===== src/design/vmmio_pkg.sv =====
// Shared types and constants for the virtio MMIO register block.
package vmmio_pkg;

  // Transaction payloads
  typedef struct packed {
    logic [1:0]  op;
    logic [11:0] offset;
    logic [31:0] write_data;
  } in_item_t;

  typedef struct packed {
    logic [31:0] read_data;
    logic        access_ok;
    logic        irq_level;
    logic        notify_valid;
    logic [31:0] notify_queue;
  } out_item_t;

  // Operation codes
  localparam logic [1:0] OP_READ  = 2'd0;
  localparam logic [1:0] OP_WRITE = 2'd1;
  localparam logic [1:0] OP_EVENT = 2'd2;

  // Configuration register indexes
  localparam int unsigned CFG_IDX_W = 2;
  localparam logic [CFG_IDX_W-1:0] CFG_DEVICE_ID = 2'd0;
  localparam logic [CFG_IDX_W-1:0] CFG_FEAT_LO   = 2'd1;
  localparam logic [CFG_IDX_W-1:0] CFG_FEAT_HI   = 2'd2;

  // Register map
  localparam logic [11:0] OFF_MAGIC         = 12'h000;
  localparam logic [11:0] OFF_VERSION       = 12'h004;
  localparam logic [11:0] OFF_DEVICE_ID     = 12'h008;
  localparam logic [11:0] OFF_VENDOR_ID     = 12'h00c;
  localparam logic [11:0] OFF_DEV_FEAT      = 12'h010;
  localparam logic [11:0] OFF_DEV_FEAT_SEL  = 12'h014;
  localparam logic [11:0] OFF_DRV_FEAT      = 12'h020;
  localparam logic [11:0] OFF_DRV_FEAT_SEL  = 12'h024;
  localparam logic [11:0] OFF_QUEUE_SEL     = 12'h030;
  localparam logic [11:0] OFF_QUEUE_NUM_MAX = 12'h034;
  localparam logic [11:0] OFF_QUEUE_NUM     = 12'h038;
  localparam logic [11:0] OFF_QUEUE_READY   = 12'h044;
  localparam logic [11:0] OFF_QUEUE_NOTIFY  = 12'h050;
  localparam logic [11:0] OFF_INT_STATUS    = 12'h060;
  localparam logic [11:0] OFF_INT_ACK       = 12'h064;
  localparam logic [11:0] OFF_STATUS        = 12'h070;
  localparam logic [11:0] OFF_DESC_LO       = 12'h080;
  localparam logic [11:0] OFF_DESC_HI       = 12'h084;
  localparam logic [11:0] OFF_AVAIL_LO      = 12'h090;
  localparam logic [11:0] OFF_AVAIL_HI      = 12'h094;
  localparam logic [11:0] OFF_USED_LO       = 12'h0a0;
  localparam logic [11:0] OFF_USED_HI       = 12'h0a4;
  localparam logic [11:0] OFF_CONFIG_GEN    = 12'h0fc;

  // Fixed read values
  localparam logic [31:0] MAGIC_VALUE   = 32'h7472_6976;
  localparam logic [31:0] VERSION_VALUE = 32'h0000_0002;
  localparam logic [31:0] VENDOR_VALUE  = 32'h0000_1af4;

  // Parameter defaults
  localparam int unsigned NUM_QUEUES_DEF     = 2;
  localparam int unsigned QUEUE_SIZE_MAX_DEF = 256;

endpackage


===== src/design/virtio_mmio_register_block.sv =====
// Top level: register face of a version 2 virtio MMIO transport.
// A transaction is held in the input register, its result in the output register.
// Throughput: one transaction per cycle; while a stalled result waits in the output
// register the input register takes one more transaction, then the input stalls.
// Reset (rst_n low, synchronous): all device, driver and queue state clears to
// zero, configuration registers clear to zero, both pipeline registers empty.
module virtio_mmio_register_block #(
  parameter int unsigned NUM_QUEUES     = vmmio_pkg::NUM_QUEUES_DEF,
  parameter int unsigned QUEUE_SIZE_MAX = vmmio_pkg::QUEUE_SIZE_MAX_DEF
) (
  input  logic                           clk,
  input  logic                           rst_n,
  // configuration write port
  input  logic                           cfg_we,
  input  logic [vmmio_pkg::CFG_IDX_W-1:0] cfg_index,
  input  logic [31:0]                    cfg_wdata,
  // bus access / event transactions
  input  logic                           in_valid,
  output logic                           in_stall,
  input  vmmio_pkg::in_item_t            in_data,
  // result transactions
  output logic                           out_valid,
  input  logic                           out_stall,
  output vmmio_pkg::out_item_t           out_data
);

  localparam int unsigned QIDX_W = (NUM_QUEUES > 1) ? $clog2(NUM_QUEUES) : 1;

  // Configuration registers
  logic [31:0] device_id_r;
  logic [31:0] feat_lo_r;
  logic [31:0] feat_hi_r;

  // Device and driver state
  logic        feat_sel_r,     feat_sel_nxt;
  logic [31:0] drv_feat_r,     drv_feat_nxt;
  logic [31:0] drv_feat_sel_r, drv_feat_sel_nxt;
  logic [31:0] sel_queue_r,    sel_queue_nxt;
  logic [31:0] int_status_r,   int_status_nxt;
  logic [31:0] dev_status_r,   dev_status_nxt;

  // Per-queue state
  logic [15:0] qsize_r  [NUM_QUEUES];
  logic [15:0] qsize_nxt[NUM_QUEUES];
  logic        qready_r  [NUM_QUEUES];
  logic        qready_nxt[NUM_QUEUES];
  logic [63:0] qdesc_r  [NUM_QUEUES];
  logic [63:0] qdesc_nxt[NUM_QUEUES];
  logic [63:0] qavail_r  [NUM_QUEUES];
  logic [63:0] qavail_nxt[NUM_QUEUES];
  logic [63:0] qused_r  [NUM_QUEUES];
  logic [63:0] qused_nxt[NUM_QUEUES];

  // Pipeline registers
  logic                 in_valid_r;
  vmmio_pkg::in_item_t  in_item_r;
  logic                 out_valid_r;
  vmmio_pkg::out_item_t out_item_r;
  vmmio_pkg::out_item_t result;

  logic              advance;
  logic              in_accept;
  logic              q_in_range;
  logic [QIDX_W-1:0] q_idx;
  logic [15:0]       qsize_wr;

  // Move the held transaction into the output register unless the result
  // already there is being held back by the consumer.
  assign advance   = in_valid_r && !(out_valid_r && out_stall);
  assign in_stall  = in_valid_r && !advance;
  assign in_accept = in_valid && !in_stall;

  assign out_valid = out_valid_r;
  assign out_data  = out_item_r;

  // Queue selection; an out-of-range selection turns per-queue writes off
  assign q_in_range = sel_queue_r < 32'(NUM_QUEUES);
  assign q_idx      = sel_queue_r[QIDX_W-1:0];
  assign qsize_wr   = (in_item_r.write_data > 32'(QUEUE_SIZE_MAX)) ?
                      16'(QUEUE_SIZE_MAX) : in_item_r.write_data[15:0];

  // Decode the held transaction: result fields and next state
  always_comb begin
    feat_sel_nxt     = feat_sel_r;
    drv_feat_nxt     = drv_feat_r;
    drv_feat_sel_nxt = drv_feat_sel_r;
    sel_queue_nxt    = sel_queue_r;
    int_status_nxt   = int_status_r;
    dev_status_nxt   = dev_status_r;
    qsize_nxt        = qsize_r;
    qready_nxt       = qready_r;
    qdesc_nxt        = qdesc_r;
    qavail_nxt       = qavail_r;
    qused_nxt        = qused_r;

    result              = '0;

    case (in_item_r.op)
      vmmio_pkg::OP_READ: begin
        result.access_ok = 1'b1;
        case (in_item_r.offset)
          vmmio_pkg::OFF_MAGIC:         result.read_data = vmmio_pkg::MAGIC_VALUE;
          vmmio_pkg::OFF_VERSION:       result.read_data = vmmio_pkg::VERSION_VALUE;
          vmmio_pkg::OFF_DEVICE_ID:     result.read_data = device_id_r;
          vmmio_pkg::OFF_VENDOR_ID:     result.read_data = vmmio_pkg::VENDOR_VALUE;
          vmmio_pkg::OFF_DEV_FEAT:      result.read_data = feat_sel_r ? feat_hi_r : feat_lo_r;
          vmmio_pkg::OFF_QUEUE_NUM_MAX:
            result.read_data = q_in_range ? 32'(QUEUE_SIZE_MAX) : 32'd0;
          vmmio_pkg::OFF_QUEUE_READY:
            result.read_data = q_in_range ? 32'(qready_r[q_idx]) : 32'd0;
          vmmio_pkg::OFF_INT_STATUS:    result.read_data = int_status_r;
          vmmio_pkg::OFF_STATUS:        result.read_data = dev_status_r;
          vmmio_pkg::OFF_CONFIG_GEN:    result.read_data = 32'd0;
          default:                      result.access_ok = 1'b0;
        endcase
      end

      vmmio_pkg::OP_WRITE: begin
        result.access_ok = 1'b1;
        case (in_item_r.offset)
          vmmio_pkg::OFF_DEV_FEAT_SEL: feat_sel_nxt     = in_item_r.write_data[0];
          vmmio_pkg::OFF_DRV_FEAT:     drv_feat_nxt     = in_item_r.write_data;
          vmmio_pkg::OFF_DRV_FEAT_SEL: drv_feat_sel_nxt = in_item_r.write_data;
          vmmio_pkg::OFF_QUEUE_SEL:    sel_queue_nxt    = in_item_r.write_data;
          vmmio_pkg::OFF_QUEUE_NUM: begin
            if (q_in_range) qsize_nxt[q_idx] = qsize_wr;
          end
          vmmio_pkg::OFF_QUEUE_READY: begin
            if (q_in_range) qready_nxt[q_idx] = (in_item_r.write_data == 32'd1);
          end
          vmmio_pkg::OFF_DESC_LO: begin
            if (q_in_range) qdesc_nxt[q_idx][31:0] = in_item_r.write_data;
          end
          vmmio_pkg::OFF_DESC_HI: begin
            if (q_in_range) qdesc_nxt[q_idx][63:32] = in_item_r.write_data;
          end
          vmmio_pkg::OFF_AVAIL_LO: begin
            if (q_in_range) qavail_nxt[q_idx][31:0] = in_item_r.write_data;
          end
          vmmio_pkg::OFF_AVAIL_HI: begin
            if (q_in_range) qavail_nxt[q_idx][63:32] = in_item_r.write_data;
          end
          vmmio_pkg::OFF_USED_LO: begin
            if (q_in_range) qused_nxt[q_idx][31:0] = in_item_r.write_data;
          end
          vmmio_pkg::OFF_USED_HI: begin
            if (q_in_range) qused_nxt[q_idx][63:32] = in_item_r.write_data;
          end
          vmmio_pkg::OFF_QUEUE_NOTIFY: begin
            // pass the queue index out for any value, in range or not
            result.notify_valid = 1'b1;
            result.notify_queue = in_item_r.write_data;
          end
          vmmio_pkg::OFF_INT_ACK: int_status_nxt = int_status_r & ~in_item_r.write_data;
          vmmio_pkg::OFF_STATUS: begin
            dev_status_nxt = in_item_r.write_data;
            // device reset: drop driver features and every queue setting
            if (in_item_r.write_data == 32'd0) begin
              drv_feat_nxt     = '0;
              drv_feat_sel_nxt = '0;
              for (int i = 0; i < NUM_QUEUES; i++) begin
                qsize_nxt[i]  = '0;
                qready_nxt[i] = 1'b0;
                qdesc_nxt[i]  = '0;
                qavail_nxt[i] = '0;
                qused_nxt[i]  = '0;
              end
            end
          end
          default: result.access_ok = 1'b0;
        endcase
      end

      vmmio_pkg::OP_EVENT: begin
        // request completion raises the used-buffer interrupt
        result.access_ok = 1'b1;
        int_status_nxt   = int_status_r | 32'd1;
      end

      default: result.access_ok = 1'b0;
    endcase

    // line level reflects status after this transaction
    result.irq_level = (int_status_nxt != 32'd0);
  end

  // Configuration registers: the user must write them only while the block is idle; the block does not enforce it.
  always_ff @(posedge clk) begin
    if (!rst_n) begin
      device_id_r <= '0;
      feat_lo_r   <= '0;
      feat_hi_r   <= '0;
    end else if (cfg_we) begin
      case (cfg_index)
        vmmio_pkg::CFG_DEVICE_ID: device_id_r <= cfg_wdata;
        vmmio_pkg::CFG_FEAT_LO:   feat_lo_r   <= cfg_wdata;
        vmmio_pkg::CFG_FEAT_HI:   feat_hi_r   <= cfg_wdata;
        default: ;
      endcase
    end
  end

  // Pipeline control
  always_ff @(posedge clk) begin
    if (!rst_n) begin
      in_valid_r  <= 1'b0;
      out_valid_r <= 1'b0;
    end else begin
      if (in_accept)    in_valid_r <= 1'b1;
      else if (advance) in_valid_r <= 1'b0;

      if (advance)         out_valid_r <= 1'b1;
      else if (!out_stall) out_valid_r <= 1'b0;
    end
  end

  // Pipeline payload: hold while stalled
  always_ff @(posedge clk) begin
    if (in_accept) in_item_r  <= in_data;
    if (advance)   out_item_r <= result;
  end

  // Architectural state: update only when a transaction completes
  always_ff @(posedge clk) begin
    if (!rst_n) begin
      feat_sel_r     <= 1'b0;
      drv_feat_r     <= '0;
      drv_feat_sel_r <= '0;
      sel_queue_r    <= '0;
      int_status_r   <= '0;
      dev_status_r   <= '0;
      for (int i = 0; i < NUM_QUEUES; i++) begin
        qsize_r[i]  <= '0;
        qready_r[i] <= 1'b0;
        qdesc_r[i]  <= '0;
        qavail_r[i] <= '0;
        qused_r[i]  <= '0;
      end
    end else if (advance) begin
      feat_sel_r     <= feat_sel_nxt;
      drv_feat_r     <= drv_feat_nxt;
      drv_feat_sel_r <= drv_feat_sel_nxt;
      sel_queue_r    <= sel_queue_nxt;
      int_status_r   <= int_status_nxt;
      dev_status_r   <= dev_status_nxt;
      qsize_r        <= qsize_nxt;
      qready_r       <= qready_nxt;
      qdesc_r        <= qdesc_nxt;
      qavail_r       <= qavail_nxt;
      qused_r        <= qused_nxt;
    end
  end

`ifndef NO_ASSERTIONS
  // A held result's interrupt level matches the live interrupt status
  a_irq_tracks_status: assert property (@(posedge clk) disable iff (!rst_n)
    out_valid_r |-> (out_item_r.irq_level == (int_status_r != 32'd0)))
    else $error("irq_level disagrees with interrupt status");

  // A notify is always a successful write
  a_notify_ok: assert property (@(posedge clk) disable iff (!rst_n)
    (out_valid_r && out_item_r.notify_valid) |-> out_item_r.access_ok)
    else $error("notify reported on a failed access");

  // Status write of zero clears the driver feature word and its select
  a_status_reset: assert property (@(posedge clk) disable iff (!rst_n)
    (advance && in_item_r.op == vmmio_pkg::OP_WRITE &&
     in_item_r.offset == vmmio_pkg::OFF_STATUS && in_item_r.write_data == 32'd0)
    |=> (drv_feat_r == 32'd0 && drv_feat_sel_r == 32'd0))
    else $error("device reset left driver features set");

  // Stored size of queue 0 never exceeds the maximum
  a_qsize_cap: assert property (@(posedge clk) disable iff (!rst_n)
    32'(qsize_r[0]) <= 32'(QUEUE_SIZE_MAX))
    else $error("queue size above maximum");
`endif

endmodule


===== config.mk =====
export PLATFORM = sky130hd
export DESIGN_NAME = virtio_mmio_register_block
export DESIGN_NICKNAME = d
export VERILOG_FILES = /design/src/design/vmmio_pkg.sv /design/src/design/virtio_mmio_register_block.sv
export SDC_FILE = /design/constraint.sdc
export NUM_CORES = 1
export LEC_CHECK = 0
export ABC_AREA = 1
export BUFFER_PORTS_ARGS = -buffer_cell sky130_fd_sc_hd__buf_2
export CAP_MARGIN = 40
export CORE_MARGIN = 3
export CORE_UTILIZATION = 25
export CTS_CLUSTER_SIZE = 16
export DETAILED_ROUTE_END_ITERATION = 8
export GPL_TIMING_DRIVEN = 0
export PLACE_DENSITY = 0.37
export SLEW_MARGIN = 15
export SYNTH_ARGS = -nofsm -noshare
export SYNTH_HDL_FRONTEND = slang
export SYNTH_SLANG_ARGS = --single-unit

===== constraint.sdc =====
create_clock -name clk -period 6.4 [get_ports clk]
set_input_delay 1.28 -clock clk [delete_from_list [all_inputs] [get_ports clk]]
set_output_delay 1.28 -clock clk [all_outputs]
set_load 0.02 [all_outputs]

==> impl_metrics.ini <==
[placed_design]
placed_cells = 2382
hpwl_mm = 37.3
place_area_mm2 = 0.0147
portBuffers = 152
place.gp.congestion = 0.822

[logic_synthesis]
ys_types = 42
synth_top_family_by_area = simple AND/OR/NAND/NOR gates
synth_top_area_cell = dfxtp_1
ys_warn_count = 0
synthesis.nets = 1635
ys_ff_latch = 310
synth_seq_area_share_pct = 56.2
synth-simple-area-share_pct = 20.7
synth_mux_area_share_pct = 0.317
avgSynthCellArea_um2 = 8.44
synthAdderAreaFrac_pct = 0.384
synth_cells = 1546
syn_area_mm2 = 0.0130
synth_compound_area_share_pct = 15.6
synth_top_area_share_pct = 30.2
synth-xor-area-share_pct = 0
synth_area_leaders = dfxtp_1 (30%), edfxtp_1 (26%), nor2_1 (8.7%)

[clock_network]
postCtsHoldBufs = 0
cts_resized = 0
cts_tree = yes
insertion_delay_ns = 0.56
clkTransAtPathRegs_ns = 0.06
numCtsBuffers = 39
h-tree-depth = 2
clock_path_buffers = 3
cts-root-buf = clkbuf_16
cts_setup_buffers = 0
clkSinkCount = 310

[finish]
instances_no_fill = 2453
area.growth.synth_to_final_pct = 22.5
final_cell_mix = nor2_1 (301), nand2_1 (262), dfxtp_1 (197)
finalInstanceArea_mm2 = 0.0160
antennaDiodeCount = 0
final_common_cell = nor2_1
final_nets = 1832
layout-drive-gt1-share_pct = 15.5

[sta]
post-route-period-util_pct = 47.2
setup_viol = 0
relSlewSlack_pct = 40.7
hold_viol_final = 0
slew_violations = 0
fmax_mhz = 331
tightest_slew_ns = 0.889
fin_worst_skew_ns = 0.0232
finalCriticalPeriod_ns = 3.02
rsz0062_at_grt = false

[worst_setup_path]
cp_common_cell = buf_2
arrival_ns = 1.74
cp-start-kind = primary input
end_kind = output pin
cp_slowest_cell = buf_2
crit_type = in -> out
cp_num_buf_inv = 2
required_ns = 5.12
critPathMaxFanout = 3
cp_top_family = buffers and inverters
path_cells = buf_2 > nand2_1 > nor2_1 > buf_2
max_stage_delay_ns = 0.18

[power]
pwr-share-seq_pct = 46.9
cellPowerDensity_mw_per_mm2 = 286
ir_drop_mv = 0.143
p_clk_share_pct = 46.9
p_leak_nw = 6.77
p_sw_w = 0.00112
combPwrFrac_pct = 6.2
p_sw_share_pct = 24.5
p_int_w = 0.00345

[drt]
wl_per_cell_um = 19.6
routed_wl_mm = 48.0
drc = 0
drtIter0Drc = 764
drt_first_pass_iters = 5
via_count = 11300
vias_per_cell = 4.61
ant_nets = 0

[min_path]
hold_class = reg -> reg

[run_status]
status = completed

[floorplan]
boundaryPins = 154
start_util_pct = 25.3
fp.dieArea_mm2 = 0.0550
rows = 83
die_w_um = 234
coreArea_mm2 = 0.0515
die_h_um = 234

[run]
cap_violations = 0

[global_routing]
grt_overflow = 0
grt_start_max_net_pins = 30
grt_antenna_before_repair = 0
grt_pass1_wl_mm = 70.7
grt_usage_pct = 17.4
grt_pass1_vias = 11200
-- kinds of logic after synthesis --
logic type	count (synthesis)
muxes	4
AOI/OAI and AO/OA	366
adders and majority gates	4
DFF	310
buffers and inverters	203
and+or+nand+nor	659
-- flip-flops by register name (all words and copies together), names as in the netlist --
| signal | flops |
|---|---|
| qready_r | 2 |
| feat_hi_r | 32 |
| int_status_r | 32 |
| out_data | 67 |
| feat_sel_r | 1 |
| device_id_r | 32 |
| sel_queue_r | 32 |
| feat_lo_r | 32 |
| dev_status_r | 32 |
| out_valid | 1 |
| in_item_r | 46 |
| in_valid_r | 1 |
-- cells in the mapped netlist, drive strengths merged --
| master | instances |
|---|---|
| nand3 | 59 |
| a21o | 8 |
| clkbuf | 53 |
| a41o | 1 |
| a32o | 8 |
| nor3b | 2 |
| edfxtp | 113 |
| o22ai | 1 |
| ha | 4 |
| inv | 108 |
| a21oi | 120 |
| o21ai | 170 |
| a31o | 1 |
| mux2i | 3 |
| nand4 | 11 |
| mux2 | 1 |
| clkinv | 2 |
| a22o | 2 |
| nand2 | 267 |
| buf | 40 |
| a31oi | 11 |
| nor3 | 10 |
| a32oi | 1 |
| a211oi | 10 |
| dfxtp | 197 |
| nor2 | 308 |
| nand3b | 2 |
| o211ai | 33 |
-- layer usage --
metal,vias to the layer above,part of all wire (%),GRT usage (%)
li1,5567,-,-
met1,5446,46,23.7
met2,239,47,28.7
met3,65,4.0,2.75
met4,0,2.3,4.54
met5,-,0,0
-- stage by stage --
stage / util, % / setup TNS [ns] / setup slack (ns) / hold WS (ns) / total power, W
2_1_floorplan: - / 0 / 2.11 / 0.424 / 0.00233
3_3_place_gp: 28.5 / -0.0320 / -0.00859 / 0.436 / 0.00247
3_5_place_dp: 28.6 / 0 / 2.94 / 0.447 / 0.00247
4_1_cts: 31.0 / 0 / 3.37 / 0.456 / 0.00465
5_1_grt: 31.0 / 0 / 3.32 / 0.486 / 0.00475
6_report: 31.0 / 0 / 3.38 / 0.456 / 0.00457
-- cell type report --
type,count,area (µm²)
repair buffers,156,848
multi-input cells,1033,4840
well taps,680,851
flip-flops and latches,310,7340
plain buffers,93,463
clock inverters,12,95.1
fillers,5652,35500
inverters,110,413
clock buffers,59,1130
-- power by group through the flow --
| stage | Sequential, W | Clock [W] | Combinational [W] |
|---|---|---|---|
| global placement | 0.00219 | 0 | 0.000277 |
| detailed placement | 0.00219 | 0 | 0.000286 |
| floorplan | 0.00219 | 0 | 0.000139 |
| CTS | 0.00214 | 0.00221 | 0.000288 |
| global route | 0.00215 | 0.00228 | 0.000317 |
| finish | 0.00214 | 0.00214 | 0.000283 |
-- path summary, 6_finish.rpt --
path | start | slack (ns) | endpoint | cells past startpoint
worst max-delay path | out_stall | 3.38 | in_stall | 4
worst max register to register | in_item_r[37] | 3.90 | out_data[49] | 9
worst min-delay path | feat_lo_r[31] | 0.46 | feat_lo_r[31] | 2
worst min register to register | feat_lo_r[31] | 0.46 | feat_lo_r[31] | 2
-- worst min-delay path, delay by kind of cell, from the launching register on --
family	cells	cell delay, ns
DFF	1	0.30
buffers and inverters	1	0.06
AOI/OAI and AO/OA	1	0.05
Note: power is estimated with default switching activity, not from simulation.
